### src/design/assert_macros.svh
// assertion macros shared by the sound generator modules
`ifndef ASSERT_MACROS_SVH
`define ASSERT_MACROS_SVH

// condition implies consequence in the same cycle
`define ASSERT_IMP(lbl, clk, rst, ante, cons) \
   lbl: assert property (@(posedge clk) disable iff (rst) (ante) |-> (cons)) \
      else $error("assertion failed");

// condition implies consequence in the following cycle
`define ASSERT_NEXT(lbl, clk, rst, ante, cons) \
   lbl: assert property (@(posedge clk) disable iff (rst) (ante) |=> (cons)) \
      else $error("assertion failed");

`endif

### src/design/psg_pkg.sv
// package: types and constants of the pulse and saw sound generator
`timescale 1ns / 1ps

package psg_pkg;

   // saw sequence length, 2 to 16
   localparam int unsigned SAW_PHASES = 14;

   localparam logic [15:0] ADDR_MASK = 16'hF003;

   // register addresses after masking
   localparam logic [15:0] REG_PA_CTRL = 16'h9000;
   localparam logic [15:0] REG_PA_LO   = 16'h9001;
   localparam logic [15:0] REG_PA_HI   = 16'h9002;
   localparam logic [15:0] REG_PB_CTRL = 16'hA000;
   localparam logic [15:0] REG_PB_LO   = 16'hA001;
   localparam logic [15:0] REG_PB_HI   = 16'hA002;
   localparam logic [15:0] REG_SAW_RATE = 16'hB000;
   localparam logic [15:0] REG_SAW_LO  = 16'hB001;
   localparam logic [15:0] REG_SAW_HI  = 16'hB002;

   typedef enum logic {
      OP_TICK  = 1'b0,
      OP_WRITE = 1'b1
   } psg_op_type;

   // register write strobes for one pulse channel
   typedef struct packed {
      logic ctrl;
      logic period_lo;
      logic period_hi;
   } psg_pulse_wr_type;

endpackage

### src/design/psg_if.sv
// handshake interfaces for the request and response channels
`timescale 1ns / 1ps

interface psg_req_if;
   logic        valid;
   logic        ready;
   logic        operation;
   logic [15:0] address;
   logic [7:0]  data;

   modport source (output valid, output operation, output address, output data, input ready);
   modport sink (input valid, input operation, input address, input data, output ready);
endinterface

interface psg_rsp_if;
   logic       valid;
   logic       ready;
   logic [3:0] pulse_a_level;
   logic [3:0] pulse_b_level;
   logic [4:0] saw_level;

   modport source (output valid, output pulse_a_level, output pulse_b_level,
                   output saw_level, input ready);
   modport sink (input valid, input pulse_a_level, input pulse_b_level,
                 input saw_level, output ready);
endinterface

### src/design/pulse_and_saw_sound_generator.sv
// top level: two pulse channels and one sawtooth channel behind beat handshakes
// a beat waits in the input register; a tick beat's result is registered into
//   the held levels and rsp valid as the beat leaves that register
// throughput: one beat per cycle, ticks and writes alike, while rsp keeps up
// the held channel levels double as the response register
// reset: synchronous, active high; clears all channel state and the swap bit
`timescale 1ns / 1ps

`include "assert_macros.svh"

module pulse_and_saw_sound_generator (
   input  logic       clock,
   input  logic       reset,
   psg_req_if.sink    req_bus,
   psg_rsp_if.source  rsp_bus,
   input  logic       csr_write_enable,
   input  logic       csr_write_data
);
   import psg_pkg::*;

   // configuration: address line swap
   logic swap_ff;

   // input register stage
   logic        s1_valid_ff, s1_valid_in;
   logic        s1_operation_ff;
   logic [15:0] s1_address_ff;
   logic [7:0]  s1_data_ff;

   // handshake control
   logic rsp_valid_ff, rsp_valid_in;
   logic rsp_free;
   logic s1_advance;
   logic tick;
   logic wr;

   // decode
   logic [15:0]      addr_swapped;
   logic [15:0]      addr_masked;
   psg_pulse_wr_type pa_wr, pb_wr;
   logic             saw_rate_we, saw_lo_we, saw_hi_we;

   // saw channel state
   logic [5:0]  saw_rate_ff, saw_rate_in;
   logic [11:0] saw_period_ff, saw_period_in;
   logic        saw_enable_ff, saw_enable_in;
   logic [11:0] saw_divider_ff, saw_divider_in;
   logic [3:0]  saw_phase_ff, saw_phase_in;
   logic [7:0]  saw_sum_ff, saw_sum_in;
   logic [4:0]  saw_level_ff, saw_level_in;

   logic [3:0] pulse_a_level, pulse_b_level;

   // ---- handshake ----
   // a tick may only retire when the response slot is empty or draining;
   // a write never produces a beat so it always retires
   assign rsp_free    = !rsp_valid_ff || rsp_bus.ready;
   assign s1_advance  = s1_valid_ff && ((s1_operation_ff == OP_WRITE) || rsp_free);
   assign req_bus.ready = !s1_valid_ff || s1_advance;
   assign tick = s1_valid_ff && (s1_operation_ff == OP_TICK) && rsp_free;
   assign wr   = s1_valid_ff && (s1_operation_ff == OP_WRITE);

   always_comb begin
      s1_valid_in = s1_valid_ff;
      if (req_bus.valid && req_bus.ready) begin
         s1_valid_in = 1'b1;
      end else if (s1_advance) begin
         s1_valid_in = 1'b0;
      end
   end

   always_comb begin
      if (tick) begin
         rsp_valid_in = 1'b1;
      end else if (rsp_bus.ready) begin
         rsp_valid_in = 1'b0;
      end else begin
         rsp_valid_in = rsp_valid_ff;
      end
   end

   always_ff @(posedge clock) begin
      if (reset) begin
         s1_valid_ff  <= 1'b0;
         rsp_valid_ff <= 1'b0;
         swap_ff      <= 1'b0;
      end else begin
         s1_valid_ff  <= s1_valid_in;
         rsp_valid_ff <= rsp_valid_in;
         if (csr_write_enable) begin
            swap_ff <= csr_write_data;
         end
      end
   end

   // input payload register, no reset needed
   always_ff @(posedge clock) begin
      if (req_bus.valid && req_bus.ready) begin
         s1_operation_ff <= req_bus.operation;
         s1_address_ff   <= req_bus.address;
         s1_data_ff      <= req_bus.data;
      end
   end

   // ---- register decode ----
   // board variant swaps address bits 0 and 1 before decode
   assign addr_swapped = swap_ff ? {s1_address_ff[15:2], s1_address_ff[0], s1_address_ff[1]}
                                 : s1_address_ff;
   assign addr_masked  = addr_swapped & ADDR_MASK;

   always_comb begin
      pa_wr       = '0;
      pb_wr       = '0;
      saw_rate_we = 1'b0;
      saw_lo_we   = 1'b0;
      saw_hi_we   = 1'b0;
      if (wr) begin
         unique case (addr_masked)
            REG_PA_CTRL:  pa_wr.ctrl      = 1'b1;
            REG_PA_LO:    pa_wr.period_lo = 1'b1;
            REG_PA_HI:    pa_wr.period_hi = 1'b1;
            REG_PB_CTRL:  pb_wr.ctrl      = 1'b1;
            REG_PB_LO:    pb_wr.period_lo = 1'b1;
            REG_PB_HI:    pb_wr.period_hi = 1'b1;
            REG_SAW_RATE: saw_rate_we     = 1'b1;
            REG_SAW_LO:   saw_lo_we       = 1'b1;
            REG_SAW_HI:   saw_hi_we       = 1'b1;
            default:      ; // unmapped addresses, 9003 included, do nothing
         endcase
      end
   end

   // ---- pulse channels ----
   psg_pulse u_pulse_a (
      .clock   (clock),
      .reset   (reset),
      .tick    (tick),
      .wr      (pa_wr),
      .wr_data (s1_data_ff),
      .level   (pulse_a_level)
   );

   psg_pulse u_pulse_b (
      .clock   (clock),
      .reset   (reset),
      .tick    (tick),
      .wr      (pb_wr),
      .wr_data (s1_data_ff),
      .level   (pulse_b_level)
   );

   // ---- saw channel ----
   // phase 0 clears the accumulator, even phases add the rate and refresh
   // the level from sum bits 7..3, odd phases just pass
   always_comb begin
      saw_rate_in    = saw_rate_ff;
      saw_period_in  = saw_period_ff;
      saw_enable_in  = saw_enable_ff;
      saw_divider_in = saw_divider_ff;
      saw_phase_in   = saw_phase_ff;
      saw_sum_in     = saw_sum_ff;
      saw_level_in   = saw_level_ff;
      if (saw_rate_we) begin
         saw_rate_in = s1_data_ff[5:0];
      end
      if (saw_lo_we) begin
         saw_period_in[7:0] = s1_data_ff;
      end
      if (saw_hi_we) begin
         saw_period_in[11:8] = s1_data_ff[3:0];
         saw_enable_in       = s1_data_ff[7];
      end
      if (tick) begin
         if (saw_divider_ff == 12'd0) begin
            saw_divider_in = saw_period_ff;
            if (saw_phase_ff == 4'd0) begin
               saw_sum_in = 8'd0;
            end else if (!saw_phase_ff[0]) begin
               saw_sum_in   = saw_sum_ff + {2'b00, saw_rate_ff};
               saw_level_in = saw_enable_ff ? saw_sum_in[7:3] : 5'd0;
            end
            if ({1'b0, saw_phase_ff} == 5'(SAW_PHASES - 1)) begin
               saw_phase_in = 4'd0;
            end else begin
               saw_phase_in = saw_phase_ff + 4'd1;
            end
         end else begin
            saw_divider_in = saw_divider_ff - 12'd1;
         end
      end
   end

   always_ff @(posedge clock) begin
      if (reset) begin
         saw_rate_ff    <= '0;
         saw_period_ff  <= '0;
         saw_enable_ff  <= 1'b0;
         saw_divider_ff <= '0;
         saw_phase_ff   <= '0;
         saw_sum_ff     <= '0;
         saw_level_ff   <= '0;
      end else begin
         saw_rate_ff    <= saw_rate_in;
         saw_period_ff  <= saw_period_in;
         saw_enable_ff  <= saw_enable_in;
         saw_divider_ff <= saw_divider_in;
         saw_phase_ff   <= saw_phase_in;
         saw_sum_ff     <= saw_sum_in;
         saw_level_ff   <= saw_level_in;
      end
   end

   // ---- response ----
   // held levels only move on a tick, and a tick waits for a free slot,
   // so they stay put while a beat is stalled
   assign rsp_bus.valid         = rsp_valid_ff;
   assign rsp_bus.pulse_a_level = pulse_a_level;
   assign rsp_bus.pulse_b_level = pulse_b_level;
   assign rsp_bus.saw_level     = saw_level_ff;

   // ---- assertions ----
   `ASSERT_NEXT(a_tick_gives_beat, clock, reset, tick, rsp_valid_ff)
   `ASSERT_IMP(a_phase_range, clock, reset, 1'b1, {1'b0, saw_phase_ff} < 5'(SAW_PHASES))
   `ASSERT_NEXT(a_stall_holds_levels, clock, reset, rsp_valid_ff && !rsp_bus.ready, $stable(saw_level_ff) && $stable(pulse_a_level) && $stable(pulse_b_level))

endmodule

### src/design/psg_pulse.sv
// one pulse channel: registers, period divider, duty sequencer, held level
`timescale 1ns / 1ps

module psg_pulse (
   input  logic                      clock,
   input  logic                      reset,
   input  logic                      tick,
   input  psg_pkg::psg_pulse_wr_type wr,
   input  logic [7:0]                wr_data,
   output logic [3:0]                level
);
   import psg_pkg::*;

   logic [3:0]  volume_ff, volume_in;
   logic [2:0]  duty_ff, duty_in;
   logic        ignore_duty_ff, ignore_duty_in;
   logic [11:0] period_ff, period_in;
   logic        enable_ff, enable_in;
   logic [11:0] divider_ff, divider_in;
   logic [3:0]  step_ff, step_in;
   logic [3:0]  level_ff, level_in;

   always_comb begin
      volume_in      = volume_ff;
      duty_in        = duty_ff;
      ignore_duty_in = ignore_duty_ff;
      period_in      = period_ff;
      enable_in      = enable_ff;
      divider_in     = divider_ff;
      step_in        = step_ff;
      level_in       = level_ff;
      if (wr.ctrl) begin
         volume_in      = wr_data[3:0];
         duty_in        = wr_data[6:4];
         ignore_duty_in = wr_data[7];
      end
      if (wr.period_lo) begin
         period_in[7:0] = wr_data;
      end
      if (wr.period_hi) begin
         period_in[11:8] = wr_data[3:0];
         enable_in       = wr_data[7];
      end
      if (tick) begin
         if (divider_ff == 12'd0) begin
            divider_in = period_ff;
            step_in    = step_ff - 4'd1;
            if (enable_ff && ((step_in <= {1'b0, duty_ff}) || ignore_duty_ff)) begin
               level_in = volume_ff;
            end else begin
               level_in = 4'd0;
            end
         end else begin
            divider_in = divider_ff - 12'd1;
         end
      end
   end

   always_ff @(posedge clock) begin
      if (reset) begin
         volume_ff      <= '0;
         duty_ff        <= '0;
         ignore_duty_ff <= 1'b0;
         period_ff      <= '0;
         enable_ff      <= 1'b0;
         divider_ff     <= '0;
         step_ff        <= '0;
         level_ff       <= '0;
      end else begin
         volume_ff      <= volume_in;
         duty_ff        <= duty_in;
         ignore_duty_ff <= ignore_duty_in;
         period_ff      <= period_in;
         enable_ff      <= enable_in;
         divider_ff     <= divider_in;
         step_ff        <= step_in;
         level_ff       <= level_in;
      end
   end

   assign level = level_ff;

endmodule

### src/flat_wrapper.sv
// flat-port wrapper written by rule: the top's interface ports become plain ports
module pulse_and_saw_sound_generator_flat import psg_pkg::*;
  (clock, reset, csr_write_enable, csr_write_data, req_bus_valid, req_bus_operation, req_bus_address, req_bus_data, req_bus_ready, rsp_bus_valid, rsp_bus_pulse_a_level, rsp_bus_pulse_b_level, rsp_bus_saw_level, rsp_bus_ready);
  psg_req_if req_bus_i ();
  psg_rsp_if rsp_bus_i ();
  input  logic clock;
  input  logic reset;
  input  logic csr_write_enable;
  input  logic csr_write_data;
  input wire logic [$bits(req_bus_i.valid)-1:0] req_bus_valid;
  input wire logic [$bits(req_bus_i.operation)-1:0] req_bus_operation;
  input wire logic [$bits(req_bus_i.address)-1:0] req_bus_address;
  input wire logic [$bits(req_bus_i.data)-1:0] req_bus_data;
  output wire logic [$bits(req_bus_i.ready)-1:0] req_bus_ready;
  output wire logic [$bits(rsp_bus_i.valid)-1:0] rsp_bus_valid;
  output wire logic [$bits(rsp_bus_i.pulse_a_level)-1:0] rsp_bus_pulse_a_level;
  output wire logic [$bits(rsp_bus_i.pulse_b_level)-1:0] rsp_bus_pulse_b_level;
  output wire logic [$bits(rsp_bus_i.saw_level)-1:0] rsp_bus_saw_level;
  input wire logic [$bits(rsp_bus_i.ready)-1:0] rsp_bus_ready;
  assign req_bus_i.valid = req_bus_valid;
  assign req_bus_i.operation = req_bus_operation;
  assign req_bus_i.address = req_bus_address;
  assign req_bus_i.data = req_bus_data;
  assign req_bus_ready = req_bus_i.ready;
  assign rsp_bus_valid = rsp_bus_i.valid;
  assign rsp_bus_pulse_a_level = rsp_bus_i.pulse_a_level;
  assign rsp_bus_pulse_b_level = rsp_bus_i.pulse_b_level;
  assign rsp_bus_saw_level = rsp_bus_i.saw_level;
  assign rsp_bus_i.ready = rsp_bus_ready;
  pulse_and_saw_sound_generator u_core (.clock(clock), .reset(reset), .req_bus(req_bus_i), .rsp_bus(rsp_bus_i), .csr_write_enable(csr_write_enable), .csr_write_data(csr_write_data));
endmodule
### config.mk
export PLATFORM = sky130hd
export DESIGN_NAME = pulse_and_saw_sound_generator_flat
export DESIGN_NICKNAME = d
export VERILOG_FILES = /design/src/design/psg_pkg.sv /design/src/design/psg_if.sv /design/src/design/pulse_and_saw_sound_generator.sv /design/src/design/psg_pulse.sv /design/src/flat_wrapper.sv
export VERILOG_INCLUDE_DIRS = /design/src /design/src/design
export SDC_FILE = /design/constraint.sdc
export NUM_CORES = 1
export LEC_CHECK = 0
export BUFFER_PORTS_ARGS = -buffer_cell sky130_fd_sc_hd__buf_2
export CORE_ASPECT_RATIO = 0.6
export CORE_UTILIZATION = 60
export CTS_CLUSTER_DIAMETER = 100
export DETAILED_ROUTE_END_ITERATION = 6
export PLACE_DENSITY = 0.79
export SLEW_MARGIN = 20
export SYNTH_ARGS = -nofsm -noshare
export SYNTH_HDL_FRONTEND = slang
export SYNTH_SLANG_ARGS = --single-unit
### constraint.sdc
create_clock -name clock -period 5 [get_ports clock]
set_input_delay 0.75 -clock clock [delete_from_list [all_inputs] [get_ports clock]]
set_output_delay 0.75 -clock clock [all_outputs]
set_load 0.05 [all_outputs]
; ---- Yosys cells after proc, flatten, opt, wreduce, memory -nomap -nowiden
; Index checks and enable logic that the tools add are counted.
[totals]
reg_bits = 158
inputBits = 31
[op_classes]
add_sub_neg = 7
n_lt_le_gt_ge = 2
eq_ne = 11
mux = 28
bitwise = 3
n_reduce_logical = 25
[ops]
columns = cell, count
row1 = 6-bit == test (second input constant), 9
row2 = 12-bit logical NOT, 3
row3 = 12-bit 2-to-1 mux, 3
row4 = 12-bit by 1-bit subtractor with 12-bit output (second input constant), 3
row5 = 1-bit 2-to-1 mux, 16
row6 = 8-bit 2-to-1 mux, 2
row7 = 4-bit 2-to-1 mux, 3
row8 = 8-bit by 6-bit adder with 8-bit output, 1
row9 = 4-bit by 3-bit less-or-equal comparator with 1-bit output, 2
row10 = 4-bit by 1-bit subtractor with 4-bit output (second input constant), 2
row11 = 1-bit logical AND, 7
row12 = 3-bit 2-to-1 mux, 2
row13 = 2-bit AND reduction, 3
row14 = 1-bit logical OR, 5
row15 = 5-bit 2-to-1 mux, 1
row16 = 4-bit by 1-bit adder with 4-bit output (second input constant), 1
row17 = 4-bit == test (second input constant), 1
row18 = 4-bit logical NOT, 1
row19 = 4-bit AND reduction, 1
row20 = 2-bit nonzero test, 2
row21 = 1-bit NOT, 3
row22 = 3-bit AND reduction, 1
row23 = 1-bit logical NOT, 2
row24 = 2-bit 2-to-1 mux, 1
row25 = 2-bit inequality test (second input constant), 1

; ---- Depth between registers and ports, before layout
[depth]
ltp_word = 7
ltp_mapped = 9
mapped_depth_nobuf = 9

; ---- Modules after synthesis
; From an unflattened synthesis, not the netlist that was laid out.
[hier_totals]
cells_unflattened = 753
area_unflattened_um2 = 6962.9
[by_module_without_submodules]
columns = mod, n_inst, cells_per_inst, area_per_inst_um2, seq_area_each_um2
row1 = psg_pulse, 2, 219, 1964.4, 820.8
row2 = pulse_and_saw_sound_generator, 1, 315, 3034.2, 1471.4

; ---- Worst setup path before layout
; OpenSTA, ideal clock, no wires.
[synth_path]
kind = input to register
start = input rsp_bus_ready
end = register u_core.saw_sum_ff[2]
setup_ns = 0.070
arrival_time_ns = 2.249
slack_ns = 2.681
stages = 7
n_path_buf = 2
cell_sequence = nand2b_1 -> clkbuf_1 -> nand2_1 -> or3_1 -> buf_6 -> or4_1 -> a21oi_1
[synth_between]
elab_chain_cells = 3
[synth_rtl]
columns = element, line_no
row1 = start: declaration, flat_wrapper.sv:19  ; input wire logic [$bits(rsp_bus_i.ready)-1:0] rsp_bus_ready;
row2 = 1-bit logical OR, pulse_and_saw_sound_generator.sv:57  ; assign rsp_free = !rsp_valid_ff || rsp_bus.ready;
row3 = 1-bit logical AND, pulse_and_saw_sound_generator.sv:60  ; assign tick = s1_valid_ff && (s1_operation_ff == OP_TICK) && rsp_free;
row4 = 3-bit AND reduction (no source line), -
row5 = end signal: assignment, pulse_and_saw_sound_generator.sv:208  ; saw_sum_ff <= saw_sum_in;
row6 = end: declaration, pulse_and_saw_sound_generator.sv:49  ; logic [7:0] saw_sum_ff, saw_sum_in;
; Every way passes these cells.
; A chain may end at the register's enable or synchronous reset.

; ---- Worst setup path in the final report
; Ends and elaborated chain as after synthesis.

==> results.toml <==
[setup_path]
path_class = "input port to flip-flop"
r2r-start = "u_core.s1_operation_ff"
worstReg2RegEnd = "u_core.saw_sum_ff[2]"
start_kind = "input port"
critPathMaxFanout = 22
reg2regPathDepth = 6
critPathCaptureType = "flip-flop"
r2r_slack_ns = 2.30
worstPathRequired_ns = 5.35
cp.arrival_ns = 3.16

[timing]
worst_pin_slew_ns = 1.02
period_share_pct = 56.3
setup_violations = 0
setup_ws_ns = 2.19
rsz0062_at_grt = "no"
skew_ns = 0.0128
hold_viol_final = 0
max_freq_mhz = 355
min_period_ns = 2.81
tns_ns = 0
maxSlewViolCount = 0
slew_headroom_pct = 32.0

[placement]
hpwlAfterDp_um = 11300
io_buffers = 35
gp_congestion = 0.899
pre_cts_slack_ns = 1.82

[finish]
fin_nets = 806
area_growth_pct = 11.4
drive_above_1_share_pct = 12.5
num_antenna_cells = 0
utilization_pct = 70.7
fill_cells = 813

[job]
cap_violations = 0

[detailed_routing]
first_pass_iters = 6
drt_iter0_drc = 516
vias = 5604
detail-route-antenna-nets = 0
post_drt_wl_per_cell_um = 18.5
drc = 0
drt-total-wl_um = 16800
routed_via_density = 6.19

[power]
peakVddDrop_v = 0.000281
p_leak_nw = 2.81
power_frac_seq_pct = 43.7
p_comb_share_pct = 14.5
p_per_area_nw_per_um2 = 384
p_sw_share_pct = 28.9
finalPower_mw = 2.95
p_int_mw = 2.10
p_clk_share_pct = 41.8
power.net_switching_mw = 0.854

[hold_path]
whs_path_depth = 2
whs_endpoint = "u_core.rsp_bus.saw_level[0]"
hold_path_startpoint = "u_core.rsp_bus.saw_level[0]"
hold_path_class = "flip-flop to flip-flop"

[clock_network]
clockBufferDepth = 2
htreeDepth = 4
cts.sinks = 148
numCtsBuffers = 17
tritoncts = "done"
cts-root-buf = "clkbuf_16"
cts_resized = 0
clkTransAtPathRegs_ns = 0.06
post_cts_buffers = 0
cts_hold_buf = 0
insertion_delay_ns = 0.42

[grt]
grt_pass1_wl_um = 26700
grt_util_all_layers_pct = 28.8
grt_max_degree = 70
antenna_found_initial = 0
grt_pass1_vias = 5351
grt.overflow.total = 0

[synthesis]
synth.distinct_cells = 63
syn_inst = 736
yosysWarnings = 0
synth.net_count = 788
ys.flop_type = "dfxtp_1"
netlist_area_um2 = 6900
ys_seq_area_share_pct = 45.1
synth.ff_latch_count = 148
synth_area_per_cell_um2 = 9.38
synth-edff-count = 15
async_flop_share_pct = 0

[floorplanning]
initial_core_util_pct = 63.4
rows = 29
die_area_um2 = 12000
fp.coreArea_um2 = 10900
die_x_um = 140
io_pins = 46
die_h_um = 85.1

[outcome]
status = "completed"
==> sequential cells by signal, summed over array words and instances (netlist names), 5 cells and up <==
signal and cells:
u_core.saw_divider_ff 12, u_core.u_pulse_a.divider_ff 12, u_core.saw_sum_ff 8, u_core.u_pulse_b.divider_ff 12, u_core.u_pulse_a.period_ff 12, u_core.saw_period_ff 12, u_core.u_pulse_b.period_ff 12, u_core.s1_address_ff 6
u_core.s1_data_ff 8, u_core.rsp_bus.saw_level 5, u_core.saw_rate_ff 6
==> cell usage after synthesis (6+ instances only) <==
library cell / instances / area, µm²
nor2b_1: 10 / 62.6
a31oi_1: 9 / 56.3
o41ai_1: 10 / 87.6
dfxtp_1: 133 / 2660
nor2_1: 108 / 405
o31ai_1: 6 / 45.0
xnor2_1: 9 / 78.8
nor3_1: 19 / 95.1
edfxtp_1: 15 / 450
o21ai_0: 22 / 110
xor2_1: 9 / 78.8
a21oi_1: 40 / 200
nand3b_1: 16 / 120
nand2_1: 39 / 146
and2_1: 7 / 43.8
ha_1: 20 / 250
a311oi_1: 8 / 70.1
nand3_1: 23 / 115
mux2i_1: 71 / 711
nor4_1: 8 / 50.1
mux2_2: 6 / 67.6
a211oi_1: 8 / 60.1
nand2b_1: 6 / 37.5
inv_1: 27 / 101
or3_1: 10 / 62.6
clkbuf_1: 35 / 131
==> final cells by class <==
cell class,count,area (µm²),share of cell area (%)
clock buffer,17,425,5.53
sequential,148,3110,40.5
inverter,27,101,1.32
timing repair buffer,39,208,2.70
clock inverter,15,146,1.90
tap,139,174,2.26
multi-input combinational,521,3520,45.8
==> layer usage <==
| layer | global-route usage [%] | vias up | routed length [µm] |
|---|---|---|---|
| met1 | 39.9 | 2691 | 7950 |
| li1 | - | 2668 | - |
| met5 | 0 | - | 0 |
| met4 | 8.99 | 0 | 231 |
| met2 | 44.2 | 217 | 7210 |
| met3 | 7.79 | 28 | 1410 |
==> power by group through the flow <==
stage | clock (mW) | combinational [mW] | sequential, mW
after CTS | 1.25 | 0.418 | 1.29
final | 1.24 | 0.428 | 1.29
after global routing | 1.29 | 0.466 | 1.29
after detailed placement | 0 | 0.409 | 1.31
after floorplan | 0 | 0.338 | 1.29
after global placement | 0 | 0.391 | 1.31
==> worst max-delay path: stages <==
cell and delay (ns):
buf_2 0.08, nand2b_1 0.36, nand2_1 0.60, or3_1 0.71, or4_1 0.51, a21oi_1 0.14
==> metrics by stage <==
stage / cell area (µm²) / hold WS (ns) / instances
6_report: 7690 / 0.463 / 906
5_1_grt: 7690 / 0.482 / 906
4_1_cts: 7690 / 0.461 / 906
3_5_place_dp: 7120 / 0.452 / 874
3_3_place_gp: 7120 / 0.439 / 874
2_1_floorplan: 6900 / 0.431 / 736
==> layout by cell type, fill, tap and decap left out, drive strengths merged, types with 4 or more instances in the layout <==
| cell | Yosys | routed |
|---|---|---|
| edfxtp | 15 | 15 |
| nand2 | 39 | 39 |
| mux2i | 71 | 71 |
| dfxtp | 133 | 133 |
| xnor2 | 9 | 9 |
| a21oi | 40 | 40 |
| and4 | 5 | 5 |
| a211oi | 8 | 8 |
| nor2 | 109 | 109 |
| nor2b | 10 | 10 |
| buf | 5 | 39 |
| o21ai | 22 | 22 |
| xor2 | 9 | 9 |
| a311oi | 8 | 8 |
| and2 | 8 | 8 |
| nor4 | 11 | 11 |
| mux2 | 6 | 6 |
| o41ai | 10 | 10 |
| ha | 20 | 20 |
| nand2b | 6 | 6 |
| clkinv | 0 | 4 |
| or3 | 10 | 10 |
| inv | 27 | 34 |
| or4 | 4 | 4 |
| nand3 | 23 | 23 |
| a22oi | 5 | 5 |
| o31ai | 6 | 6 |
| nand3b | 16 | 16 |
| nor3 | 24 | 24 |
| a31oi | 9 | 9 |
| clkbuf | 35 | 17 |
==> worst max path at each step <==
stage                                end                            from  slack, ns  cells past startpoint
6_report            u_core.saw_sum_ff[2]                   rsp_bus_ready       2.19                      6
5_1_grt        u_core.u_pulse_a.level[0]  u_core.u_pulse_a.divider_ff[0]       2.07                      6
4_1_cts             u_core.saw_sum_ff[2]                   rsp_bus_ready       2.25                      6
3_5_place_dp        u_core.saw_sum_ff[2]                   rsp_bus_ready       1.82                      6
3_3_place_gp        u_core.saw_sum_ff[2]                   rsp_bus_ready       1.83                      6
2_1_floorplan       u_core.saw_sum_ff[2]                   rsp_bus_ready       2.68                      7
==> cells by family after synthesis <==
group	count (synthesis)	share of synthesized area, %
AOI/OAI and AO/OA	123	11.8
xor gates and xnor gates	18	2.28
adders and majority gates	21	3.91
buffers and inverters	67	3.91
DFF	148	45.1
muxes	77	11.3
and+or+nand+nor	282	21.8
Power figures use the tool's default switching activity.
